<file path="config.mk">
export PLATFORM = sky130hd
export DESIGN_NAME = greedy_graph_coloring
export DESIGN_NICKNAME = d
export VERILOG_FILES = /design/src/hdl/ggc_pkg.sv /design/src/hdl/ggc_graph_mem.sv /design/src/hdl/ggc_class_mem.sv /design/src/hdl/ggc_ctrl.sv /design/src/hdl/greedy_graph_coloring.sv
export SDC_FILE = /design/constraint.sdc
export NUM_CORES = 2
export LEC_CHECK = 0
export ABC_AREA = 1
export BUFFER_PORTS_ARGS = -buffer_cell sky130_fd_sc_hd__buf_2
export CORE_ASPECT_RATIO = 1.4
export CORE_UTILIZATION = 30
export CTS_BUF_LIST = sky130_fd_sc_hd__clkbuf_16
export CTS_CLUSTER_SIZE = 25
export DETAILED_ROUTE_END_ITERATION = 8
export PLACE_DENSITY = 0.43
export SLEW_MARGIN = 20
export SYNTH_ARGS = -nofsm -noshare
export SYNTH_HDL_FRONTEND = slang
export SYNTH_SLANG_ARGS = --single-unit
</file>
<file path="constraint.sdc">
create_clock -name clock -period 10.9 [get_ports clock]
set_input_delay 2.18 -clock clock [delete_from_list [all_inputs] [get_ports clock]]
set_output_delay 2.18 -clock clock [all_outputs]
set_load 0.03 [all_outputs]
</file>
<file path="src/hdl/ggc_pkg.sv">
// ggc_pkg: shared types, widths and codes of the greedy graph coloring block
// used by every module of the block; depends on nothing

package ggc_pkg;

   // default depth of the graph memory
   localparam int MAX_VERTICES_DEF = 32;

   // field widths
   localparam int ROW_W      = 32;
   localparam int COLOR_W    = 5;
   localparam int NUM_COLORS = 32;
   localparam int IDX_W      = 5;
   localparam int CNT_W      = 6;
   localparam int CSR_IDX_W  = 1;
   localparam int CSR_DATA_W = 6;
   localparam int REQ_DATA_W = 40;
   localparam int RSP_DATA_W = 16;

   // configuration register indexes
   localparam logic [CSR_IDX_W-1:0] CSR_VERTEX_COUNT = 1'b0;
   localparam logic [CSR_IDX_W-1:0] CSR_SLOT_COUNT   = 1'b1;

   // request kinds
   localparam logic REQ_LOAD  = 1'b0;
   localparam logic REQ_START = 1'b1;

   // one graph memory word: color of the vertex and its adjacency row
   typedef struct packed {
      logic [COLOR_W-1:0] color;
      logic [ROW_W-1:0]   row;
   } graph_word_type;

   // access to the color class memory
   typedef struct packed {
      logic               clear;
      logic               re;
      logic [COLOR_W-1:0] raddr;
      logic               we;
      logic [COLOR_W-1:0] waddr;
      logic [ROW_W-1:0]   wdata;
   } class_cmd_type;

   typedef enum logic [3:0] {
      ST_IDLE,
      ST_SEED_RD,
      ST_SEED_WR,
      ST_ROW_RD,
      ST_ROW_WAIT,
      ST_SCAN,
      ST_OUT_RD,
      ST_OUT_LD,
      ST_FAIL
   } state_type;

endpackage

</file>
<file path="src/hdl/ggc_graph_mem.sv">
// ggc_graph_mem: graph memory, one word per vertex holding its adjacency row and color
// one write port, one read port with registered read data; depends on ggc_pkg

module ggc_graph_mem #(
   parameter int DEPTH = ggc_pkg::MAX_VERTICES_DEF,
   parameter int AW    = $clog2(DEPTH)
) (
   input  logic                    clock,
   input  logic                    we,
   input  logic [AW-1:0]           waddr,
   input  ggc_pkg::graph_word_type wdata,
   input  logic                    re,
   input  logic [AW-1:0]           raddr,
   output ggc_pkg::graph_word_type rdata
);
   import ggc_pkg::*;

   graph_word_type mem [DEPTH];
   graph_word_type rdata_ff;

   // write port
   always_ff @(posedge clock) begin
      if (we) begin
         mem[waddr] <= wdata;
      end
   end

   // read port, data holds until the next read
   always_ff @(posedge clock) begin
      if (re) begin
         rdata_ff <= mem[raddr];
      end
   end

   assign rdata = rdata_ff;

endmodule

</file>
<file path="src/hdl/ggc_class_mem.sv">
// ggc_class_mem: color class memory, one vertex set per color
// per-entry valid bits make a cleared entry read as empty; depends on ggc_pkg

module ggc_class_mem (
   input  logic                         clock,
   input  logic                         reset,
   input  ggc_pkg::class_cmd_type       cmd,
   output logic [ggc_pkg::ROW_W-1:0]    rdata
);
   import ggc_pkg::*;

   logic [ROW_W-1:0]      mem [NUM_COLORS];
   logic [NUM_COLORS-1:0] valid_ff;
   logic [NUM_COLORS-1:0] valid_in;
   logic [ROW_W-1:0]      rdata_ff;
   logic                  rvalid_ff;

   // storage write
   always_ff @(posedge clock) begin
      if (cmd.we) begin
         mem[cmd.waddr] <= cmd.wdata;
      end
   end

   // valid bits: clear drops all classes, a write marks its class
   always_comb begin
      valid_in = cmd.clear ? '0 : valid_ff;
      if (cmd.we) begin
         valid_in[cmd.waddr] = 1'b1;
      end
   end

   always_ff @(posedge clock) begin
      if (reset) begin
         valid_ff <= '0;
      end else begin
         valid_ff <= valid_in;
      end
   end

   // registered read, an empty class reads as zero
   always_ff @(posedge clock) begin
      if (cmd.re) begin
         rdata_ff  <= mem[cmd.raddr];
         rvalid_ff <= valid_ff[cmd.raddr];
      end
   end

   assign rdata = rvalid_ff ? rdata_ff : '0;

endmodule

</file>
<file path="src/hdl/ggc_ctrl.sv">
// ggc_ctrl: sequencer for row loads, first-fit coloring attempts and result output
// drives the graph and color class memories; depends on ggc_pkg

module ggc_ctrl #(
   parameter int MAX_VERTICES = ggc_pkg::MAX_VERTICES_DEF,
   parameter int AW           = $clog2(MAX_VERTICES)
) (
   input  logic                         clock,
   input  logic                         reset,
   // request side
   input  logic                         req_tvalid,
   output logic                         req_tready,
   input  logic                         req_kind,
   input  logic [ggc_pkg::IDX_W-1:0]    req_row_index,
   input  logic [ggc_pkg::ROW_W-1:0]    req_row_bits,
   // configuration
   input  logic [ggc_pkg::CNT_W-1:0]    n_active,
   input  logic [ggc_pkg::CNT_W-1:0]    slot_count,
   // graph memory
   output logic                         g_we,
   output logic [AW-1:0]                g_waddr,
   output ggc_pkg::graph_word_type      g_wdata,
   output logic                         g_re,
   output logic [AW-1:0]                g_raddr,
   input  ggc_pkg::graph_word_type      g_rdata,
   // color class memory
   output ggc_pkg::class_cmd_type       cls_cmd,
   input  logic [ggc_pkg::ROW_W-1:0]    cls_rdata,
   // response side
   output logic                         rsp_tvalid,
   input  logic                         rsp_tready,
   output logic [ggc_pkg::IDX_W-1:0]    rsp_vertex,
   output logic [ggc_pkg::COLOR_W-1:0]  rsp_color,
   output logic                         rsp_fail,
   output logic                         rsp_last
);
   import ggc_pkg::*;

   state_type            state_ff, state_in;
   logic [CNT_W-1:0]     s_ff, s_in;
   logic [CNT_W-1:0]     u_ff, u_in;
   logic [COLOR_W-1:0]   c_ff, c_in;
   logic [ROW_W-1:0]     row_ff, row_in;
   logic                 rsp_valid_ff, rsp_valid_in;
   logic [IDX_W-1:0]     rsp_vertex_ff, rsp_vertex_in;
   logic [COLOR_W-1:0]   rsp_color_ff, rsp_color_in;
   logic                 rsp_fail_ff, rsp_fail_in;
   logic                 rsp_last_ff, rsp_last_in;

   logic                 req_fire;
   logic [CNT_W-1:0]     attempts;
   logic                 rsp_free;
   logic                 hit;
   logic                 color_fits;
   logic                 u_done;
   logic                 u_is_s;
   logic                 last_attempt;
   logic                 last_vertex;
   logic                 row_in_range;
   logic [ROW_W-1:0]     u_bit;
   logic [ROW_W-1:0]     s_bit;

   // shared conditions
   assign req_fire     = req_tvalid && req_tready;
   assign attempts     = (slot_count < n_active) ? slot_count : n_active;
   assign rsp_free     = !rsp_valid_ff || rsp_tready;
   assign hit          = |(cls_rdata & row_ff);
   assign color_fits   = {1'b0, c_ff} < slot_count;
   assign u_done       = u_ff == n_active;
   assign u_is_s       = u_ff == s_ff;
   assign last_attempt = (s_ff + CNT_W'(1)) == attempts;
   assign last_vertex  = (u_ff + CNT_W'(1)) == n_active;
   assign row_in_range = 32'(req_row_index) < 32'(MAX_VERTICES);
   assign u_bit        = ROW_W'(1) << u_ff[IDX_W-1:0];
   assign s_bit        = ROW_W'(1) << s_ff[IDX_W-1:0];

   // next state
   always_comb begin
      state_in = state_ff;
      unique case (state_ff)
         ST_IDLE: begin
            if (req_fire && req_kind == REQ_START) begin
               state_in = (attempts == '0) ? ST_FAIL : ST_SEED_RD;
            end
         end
         ST_SEED_RD:  state_in = ST_SEED_WR;
         ST_SEED_WR:  state_in = ST_ROW_RD;
         ST_ROW_RD: begin
            priority if (u_done) begin
               state_in = ST_OUT_RD;
            end else if (!u_is_s) begin
               state_in = ST_ROW_WAIT;
            end else begin
               state_in = ST_ROW_RD;
            end
         end
         ST_ROW_WAIT: state_in = ST_SCAN;
         ST_SCAN: begin
            priority if (hit) begin
               state_in = ST_SCAN;
            end else if (color_fits) begin
               state_in = ST_ROW_RD;
            end else if (last_attempt) begin
               state_in = ST_FAIL;
            end else begin
               state_in = ST_SEED_RD;
            end
         end
         ST_OUT_RD:   state_in = ST_OUT_LD;
         ST_OUT_LD: begin
            if (rsp_free) begin
               state_in = last_vertex ? ST_IDLE : ST_OUT_RD;
            end
         end
         ST_FAIL: begin
            if (rsp_free) begin
               state_in = ST_IDLE;
            end
         end
         default:     state_in = ST_IDLE;
      endcase
   end

   // outputs, memory accesses and datapath next values
   always_comb begin
      req_tready    = 1'b0;
      g_we          = 1'b0;
      g_waddr       = u_ff[AW-1:0];
      g_wdata       = '{color: c_ff, row: row_ff};
      g_re          = 1'b0;
      g_raddr       = u_ff[AW-1:0];
      cls_cmd       = '0;
      s_in          = s_ff;
      u_in          = u_ff;
      c_in          = c_ff;
      row_in        = row_ff;
      rsp_valid_in  = rsp_valid_ff && !rsp_tready;
      rsp_vertex_in = rsp_vertex_ff;
      rsp_color_in  = rsp_color_ff;
      rsp_fail_in   = rsp_fail_ff;
      rsp_last_in   = rsp_last_ff;
      unique case (state_ff)
         ST_IDLE: begin
            req_tready = 1'b1;
            g_waddr    = AW'(req_row_index);
            g_wdata    = '{color: '0, row: req_row_bits};
            s_in       = '0;
            if (req_fire && req_kind == REQ_LOAD && row_in_range) begin
               g_we = 1'b1;
            end
         end
         // fetch the start vertex row so its color can be written back
         ST_SEED_RD: begin
            g_re    = 1'b1;
            g_raddr = s_ff[AW-1:0];
         end
         // start vertex takes color 0, all other classes empty
         ST_SEED_WR: begin
            g_we          = 1'b1;
            g_waddr       = s_ff[AW-1:0];
            g_wdata       = '{color: '0, row: g_rdata.row};
            cls_cmd.clear = 1'b1;
            cls_cmd.we    = 1'b1;
            cls_cmd.waddr = '0;
            cls_cmd.wdata = s_bit;
            u_in          = '0;
         end
         ST_ROW_RD: begin
            if (!u_done) begin
               if (u_is_s) begin
                  u_in = u_ff + CNT_W'(1);
               end else begin
                  g_re = 1'b1;
               end
            end else begin
               u_in = '0;
            end
         end
         // latch the row and probe color 0
         ST_ROW_WAIT: begin
            row_in        = g_rdata.row;
            cls_cmd.re    = 1'b1;
            cls_cmd.raddr = '0;
            c_in          = '0;
         end
         // first-fit probe: lowest color whose class holds no neighbor
         ST_SCAN: begin
            priority if (hit) begin
               c_in          = c_ff + COLOR_W'(1);
               cls_cmd.re    = 1'b1;
               cls_cmd.raddr = c_ff + COLOR_W'(1);
            end else if (color_fits) begin
               g_we          = 1'b1;
               cls_cmd.we    = 1'b1;
               cls_cmd.waddr = c_ff;
               cls_cmd.wdata = cls_rdata | u_bit;
               u_in          = u_ff + CNT_W'(1);
            end else begin
               s_in = s_ff + CNT_W'(1);
            end
         end
         ST_OUT_RD: begin
            g_re = 1'b1;
         end
         ST_OUT_LD: begin
            if (rsp_free) begin
               rsp_valid_in  = 1'b1;
               rsp_vertex_in = u_ff[IDX_W-1:0];
               rsp_color_in  = g_rdata.color;
               rsp_fail_in   = 1'b0;
               rsp_last_in   = last_vertex;
               u_in          = u_ff + CNT_W'(1);
            end
         end
         ST_FAIL: begin
            if (rsp_free) begin
               rsp_valid_in  = 1'b1;
               rsp_vertex_in = '0;
               rsp_color_in  = '0;
               rsp_fail_in   = 1'b1;
               rsp_last_in   = 1'b1;
            end
         end
         default: begin
            req_tready = 1'b0;
         end
      endcase
   end

   // control registers
   always_ff @(posedge clock) begin
      if (reset) begin
         state_ff     <= ST_IDLE;
         rsp_valid_ff <= 1'b0;
      end else begin
         state_ff     <= state_in;
         rsp_valid_ff <= rsp_valid_in;
      end
   end

   // datapath registers
   always_ff @(posedge clock) begin
      s_ff          <= s_in;
      u_ff          <= u_in;
      c_ff          <= c_in;
      row_ff        <= row_in;
      rsp_vertex_ff <= rsp_vertex_in;
      rsp_color_ff  <= rsp_color_in;
      rsp_fail_ff   <= rsp_fail_in;
      rsp_last_ff   <= rsp_last_in;
   end

   assign rsp_tvalid = rsp_valid_ff;
   assign rsp_vertex = rsp_vertex_ff;
   assign rsp_color  = rsp_color_ff;
   assign rsp_fail   = rsp_fail_ff;
   assign rsp_last   = rsp_last_ff;

endmodule

</file>
<file path="src/hdl/greedy_graph_coloring.sv">
// Load request: one per cycle back to back while the sequencer is idle; no response.
// Start request: each attempt has a seed read, a seed write and a skip of the start vertex,
// then per other vertex a row read, a row wait and a probe of each color class up to the first free one;
// a fitting attempt ends with a check state, then each vertex is read and emitted in turn
// (a failed run emits the fail response alone), and output waits while rsp_tready is low.
// Reset: 1 vertex and 32 slots, sequencer idle, color classes empty, rows undefined.

// greedy_graph_coloring: top level with configuration registers and stream ports
// depends on ggc_pkg, ggc_graph_mem, ggc_class_mem, ggc_ctrl

module greedy_graph_coloring #(
   parameter int MAX_VERTICES = ggc_pkg::MAX_VERTICES_DEF
) (
   input  logic                              clock,
   input  logic                              reset,
   // requests
   input  logic                              req_tvalid,
   output logic                              req_tready,
   input  logic [ggc_pkg::REQ_DATA_W-1:0]    req_tdata,  // row_index[4:0], row_bits[36:5]
   input  logic                              req_tuser,  // req_type
   // responses
   output logic                              rsp_tvalid,
   input  logic                              rsp_tready,
   output logic [ggc_pkg::RSP_DATA_W-1:0]    rsp_tdata,  // vertex[4:0], color[9:5]
   output logic                              rsp_tuser,  // fail
   output logic                              rsp_tlast,
   // configuration writes
   input  logic                              csr_valid,
   output logic                              csr_ready,
   input  logic [ggc_pkg::CSR_IDX_W-1:0]     csr_index,
   input  logic [ggc_pkg::CSR_DATA_W-1:0]    csr_data
);
   import ggc_pkg::*;

   localparam int AW    = $clog2(MAX_VERTICES);
   localparam int LIMIT = (MAX_VERTICES < 32) ? MAX_VERTICES : 32;

   logic [CSR_DATA_W-1:0] vertex_count_ff, vertex_count_in;
   logic [CSR_DATA_W-1:0] slot_count_ff, slot_count_in;
   logic [CNT_W-1:0]      n_active;

   logic                  g_we;
   logic [AW-1:0]         g_waddr;
   graph_word_type        g_wdata;
   logic                  g_re;
   logic [AW-1:0]         g_raddr;
   graph_word_type        g_rdata;
   class_cmd_type         cls_cmd;
   logic [ROW_W-1:0]      cls_rdata;
   logic [IDX_W-1:0]      rsp_vertex;
   logic [COLOR_W-1:0]    rsp_color;

   // configuration registers
   assign csr_ready = 1'b1;

   always_comb begin
      vertex_count_in = vertex_count_ff;
      slot_count_in   = slot_count_ff;
      if (csr_valid && csr_ready) begin
         unique case (csr_index)
            CSR_VERTEX_COUNT: vertex_count_in = csr_data;
            CSR_SLOT_COUNT:   slot_count_in   = csr_data;
            default:          vertex_count_in = vertex_count_ff;
         endcase
      end
   end

   always_ff @(posedge clock) begin
      if (reset) begin
         vertex_count_ff <= CSR_DATA_W'(1);
         slot_count_ff   <= CSR_DATA_W'(32);
      end else begin
         vertex_count_ff <= vertex_count_in;
         slot_count_ff   <= slot_count_in;
      end
   end

   // vertices in use, capped by the memory depth and the row width
   assign n_active = (32'(vertex_count_ff) > LIMIT) ? CNT_W'(LIMIT) : vertex_count_ff;

   ggc_graph_mem #(
      .DEPTH (MAX_VERTICES),
      .AW    (AW)
   ) u_graph_mem (
      .clock (clock),
      .we    (g_we),
      .waddr (g_waddr),
      .wdata (g_wdata),
      .re    (g_re),
      .raddr (g_raddr),
      .rdata (g_rdata)
   );

   ggc_class_mem u_class_mem (
      .clock (clock),
      .reset (reset),
      .cmd   (cls_cmd),
      .rdata (cls_rdata)
   );

   ggc_ctrl #(
      .MAX_VERTICES (MAX_VERTICES),
      .AW           (AW)
   ) u_ctrl (
      .clock         (clock),
      .reset         (reset),
      .req_tvalid    (req_tvalid),
      .req_tready    (req_tready),
      .req_kind      (req_tuser),
      .req_row_index (req_tdata[IDX_W-1:0]),
      .req_row_bits  (req_tdata[IDX_W+ROW_W-1:IDX_W]),
      .n_active      (n_active),
      .slot_count    (slot_count_ff),
      .g_we          (g_we),
      .g_waddr       (g_waddr),
      .g_wdata       (g_wdata),
      .g_re          (g_re),
      .g_raddr       (g_raddr),
      .g_rdata       (g_rdata),
      .cls_cmd       (cls_cmd),
      .cls_rdata     (cls_rdata),
      .rsp_tvalid    (rsp_tvalid),
      .rsp_tready    (rsp_tready),
      .rsp_vertex    (rsp_vertex),
      .rsp_color     (rsp_color),
      .rsp_fail      (rsp_tuser),
      .rsp_last      (rsp_tlast)
   );

   // response packing
   assign rsp_tdata = {(RSP_DATA_W - IDX_W - COLOR_W)'(0), rsp_color, rsp_vertex};

endmodule

</file>
==> impl_metrics.toml <==
[clock_tree]
cts_sinks = 2388
htreeDepth = 4
cts_hold_buf = 0
clk_pin_slew_worst_paths_ns = 0.06
cts_root_buf = "clkbuf_16"
numCtsBuffers = 247
cts_setup_buffers = 0
cts_tree = "done"
clkLatencyLatePin_ns = 0.95
clockBufferDepth = 4
post_cts_resized = 0

[critical_path]
worst-setup-path-type = "register to register"
rr_worst_depth = 20
r2r-start = "u_class_mem.rvalid_ff$_DFFE_PP_"
worstPathRequired_ns = 11.41
r2r_end = "u_graph_mem.mem[1][17]$_DFFE_PP_"
startpoint_type = "register"
end_kind = "register"
cp_max_fo = 63
rrSetupSlack_ns = 5.01
critPathArrivalTime_ns = 6.40

[timing]
holdWs_ns = 0.435
tns_ns = 0
rsz0062_at_grt = "false"
final.period_utilization_pct = 54.0
min_period_ns = 5.89
worstMarginPinSlew_ns = 1.18
slew_headroom_pct = 21.2
fmax_ghz = 0.170
finalHoldViolCount = 0
finalMaxSlewViolations = 0
setup_viol = 0
fin_skew_ns = 0.0693

[worst_hold_path]
hold_path.class = "register to register"
hold_path_depth = 0
hold-path-endpoint = "u_ctrl.row_ff[2]$_DFFE_PP_"
hold_path_startpoint = "u_graph_mem.rdata[2]$_DFFE_PP_"

[logic_synthesis]
synth.yosys.seq_area_share_pct = 70.7
synth_cell_types = 45
synth_edf_count = 2339
synth-seq-cells = 2388
yosys_warnings = 0
synth_area_mm2 = 0.101
syn_area_per_cell_um2 = 11.5
synthCells = 8743
async_flop_share_pct = 0
ys.flop_type = "edfxtp_1"

[global_routing]
antenna_found_initial = 3
grt_pass1_wl_mm = 487
grt_usage_pct = 19.9
grt_overflow_total = 0
grt_max_degree = 222
grt_pass1_vias = 66100

[route]
wl_met1_mm = 138
dr.pass1.iters = 7
met3_length_mm = 15.5
highest_layer = "met4"
route.vias.total = 67700
routedWlPerCell_um = 26.0
drt_wl_total_mm = 344
antenna_left = 0
drt_iter0_markers = 5900
dr_wl_met2_mm = 177
drc = 4
viasPerCell = 5.11

[die]
initial_core_util_pct = 30.2
ios = 74
core_mm2 = 0.334
fp.dieArea_mm2 = 0.338
rows = 251
die_h_um = 688
die_w_um = 492

[power]
power.total_w = 0.0205
cellLeakagePower_nw = 41.2
power.density_mw_per_mm2 = 180
vdd_ir_drop_max_v = 0.000130

[placed_design]
dp_hpwl_mm = 169
postPlaceCellArea_mm2 = 0.106
place.gp.congestion = 0.862
portBuffers = 63

[run]
max-cap-violations = 0

[cells_and_area]
drive_gt1_share_pct = 8.31
area_growth_pct = 12.6
nNetsFinal = 8708
nFillCells = 33300
final_area_mm2 = 0.114

[status]
violations = "DRC"
run_status = "complete, but fails checks"
through the flow:
| stage | util (%) | setup WS, ns | std cells |
|---|---|---|---|
| 4_1_cts | 33.9 | 5.07 | 13300 |
| 2_1_floorplan | - | 5.46 | 8748 |
| 3_5_place_dp | 31.7 | 5.12 | 12800 |
| 3_3_place_gp | 31.7 | 5.03 | 12800 |
| 6_report | 34.0 | 5.01 | 13300 |
| 5_1_grt | 34.0 | 4.83 | 13300 |
area by class of cell:
cell class,count,area (um2),share of cell area [%]
clock inverter,195,1120,0.990
sequential,2388,71200,62.7
multi-input combinational,4778,23900,21.1
timing repair buffer,233,1690,1.49
clock buffer,249,6230,5.49
inverter,985,3790,3.34
tap,4427,5540,4.88
antenna,2,5.00,0.00441
cell families (layout without fill, tap and decap cells):
logic type / after synthesis / after routing / synth area share, %
simple gates: 3664 / 3664 / 16.1
flops: 2388 / 2388 / 70.7
buf+inv: 1582 / 1662 / 6.26
compound gates: 1075 / 1075 / 6.60
fa+ha+maj: 22 / 22 / 0.273
xor+xnor: 10 / 10 / 0.0869
other cells: 2 / 9 / 0.00745
how the worst max path moves through the flow:
stage | from | end | slack [ns]
final | u_class_mem.rvalid_ff$_DFFE_PP_ | u_graph_mem.mem[1][17]$_DFFE_PP_ | 5.01
after global routing | u_class_mem.rvalid_ff$_DFFE_PP_ | u_graph_mem.mem[1][10]$_DFFE_PP_ | 4.83
after CTS | u_ctrl.state_ff[0]$_SDFFE_PP0P_ | u_graph_mem.mem[1][17]$_DFFE_PP_ | 5.07
after detailed placement | u_class_mem.rvalid_ff$_DFFE_PP_ | u_graph_mem.mem[1][26]$_DFFE_PP_ | 5.12
after global placement | u_class_mem.rvalid_ff$_DFFE_PP_ | u_graph_mem.mem[1][26]$_DFFE_PP_ | 5.03
after floorplan | u_class_mem.rvalid_ff$_DFFE_PP_ | u_class_mem.mem[4][0]$_DFFE_PP_ | 5.46
cell usage in the layout, fill, tap and decap left out, types with 6 or more instances in the layout:
| cell | netlist | routed |
|---|---|---|
| nor3_1 | 19 | 16 |
| o21ai_0 | 644 | 630 |
| bufinv_16 | 0 | 10 |
| inv_1 | 971 | 975 |
| o21ai_2 | 2 | 7 |
| a22o_1 | 6 | 6 |
| nand3_1 | 1120 | 1096 |
| buf_4 | 21 | 162 |
| xor2_1 | 10 | 10 |
| clkinvlp_4 | 0 | 6 |
| nand4_1 | 327 | 327 |
| ha_1 | 22 | 22 |
| o21ai_4 | 1 | 11 |
| o221ai_1 | 296 | 296 |
| nor2_1 | 711 | 695 |
| a32oi_1 | 7 | 7 |
| a22oi_1 | 11 | 11 |
| buf_12 | 0 | 8 |
| inv_2 | 12 | 36 |
| clkbuf_16 | 0 | 249 |
| nor2_2 | 9 | 6 |
| o21ai_1 | 19 | 18 |
| edfxtp_1 | 2339 | 2339 |
| and2_1 | 38 | 38 |
| conb_1 | 2 | 7 |
| clkinv_1 | 1 | 64 |
| o22ai_4 | 0 | 6 |
| nand3_2 | 2 | 25 |
| nand2_1 | 1420 | 1418 |
| clkinv_2 | 0 | 74 |
| o22ai_2 | 0 | 14 |
| a21oi_1 | 54 | 54 |
| dfxtp_1 | 49 | 49 |
| buf_2 | 189 | 63 |
| nor2_4 | 7 | 26 |
registers in the layout (all words and copies together) (netlist names), 6 cells and up:
signal / flops
u_ctrl.s_ff: 6
u_ctrl.row_ff: 32
u_class_mem.mem: 1024
vertex_count_ff: 6
u_class_mem.valid_ff: 32
u_ctrl.u_ff: 6
slot_count_ff: 6
u_graph_mem.rdata: 37
u_graph_mem.mem: 1184
u_class_mem.rdata_ff: 32
metal layers:
metal,track usage (%),up-vias
li1,-,30700
met1,24.1,34500
met2,36.2,1912
met3,2.25,613
met4,7.33,0
met5,0,-
synthesized netlist by cell type, types with 49 or more instances:
cell / n / area share, %
edfxtp_1: 2339 / 70
nand2_1: 1420 / 5.3
nand3_1: 1120 / 5.6
inv_1: 971 / 3.6
nor2_1: 711 / 2.6
o21ai_0: 644 / 3.2
nand4_1: 327 / 2.0
clkbuf_1: 313 / 1.2
o221ai_1: 296 / 2.6
buf_2: 189 / 0.94
buf_1: 65 / 0.24
a21oi_1: 54 / 0.27
dfxtp_1: 49 / 0.97
worst max-delay path, stage by stage (launching register included):
cell and delay [ns]:
edfxtp_1 0.37, buf_4 0.32, nand2_1 0.14, inv_1 0.12, nand2_1 0.08, nand2_1 0.05, nor2_1 0.22, nand2_1 0.24
nor2_1 0.22, nand2_4 0.11, buf_4 0.34, inv_2 0.16, nand3_4 0.46, nand2_1 0.30, inv_1 0.14, o21ai_2 0.18
nand2_1 0.09, inv_1 0.09, nand3_1 0.32, nor2_4 0.60, buf_4 0.77
report_power, final:
| group | internal [W] | leakage [nW] | switching, W |
|---|---|---|---|
| clock | 0.00434 | 3.85 | 0.00361 |
| combinational | 0.000447 | 13.9 | 0.00160 |
| sequential | 0.0104 | 23.4 | 0.0000436 |
(Power assumes the default switching activity.)
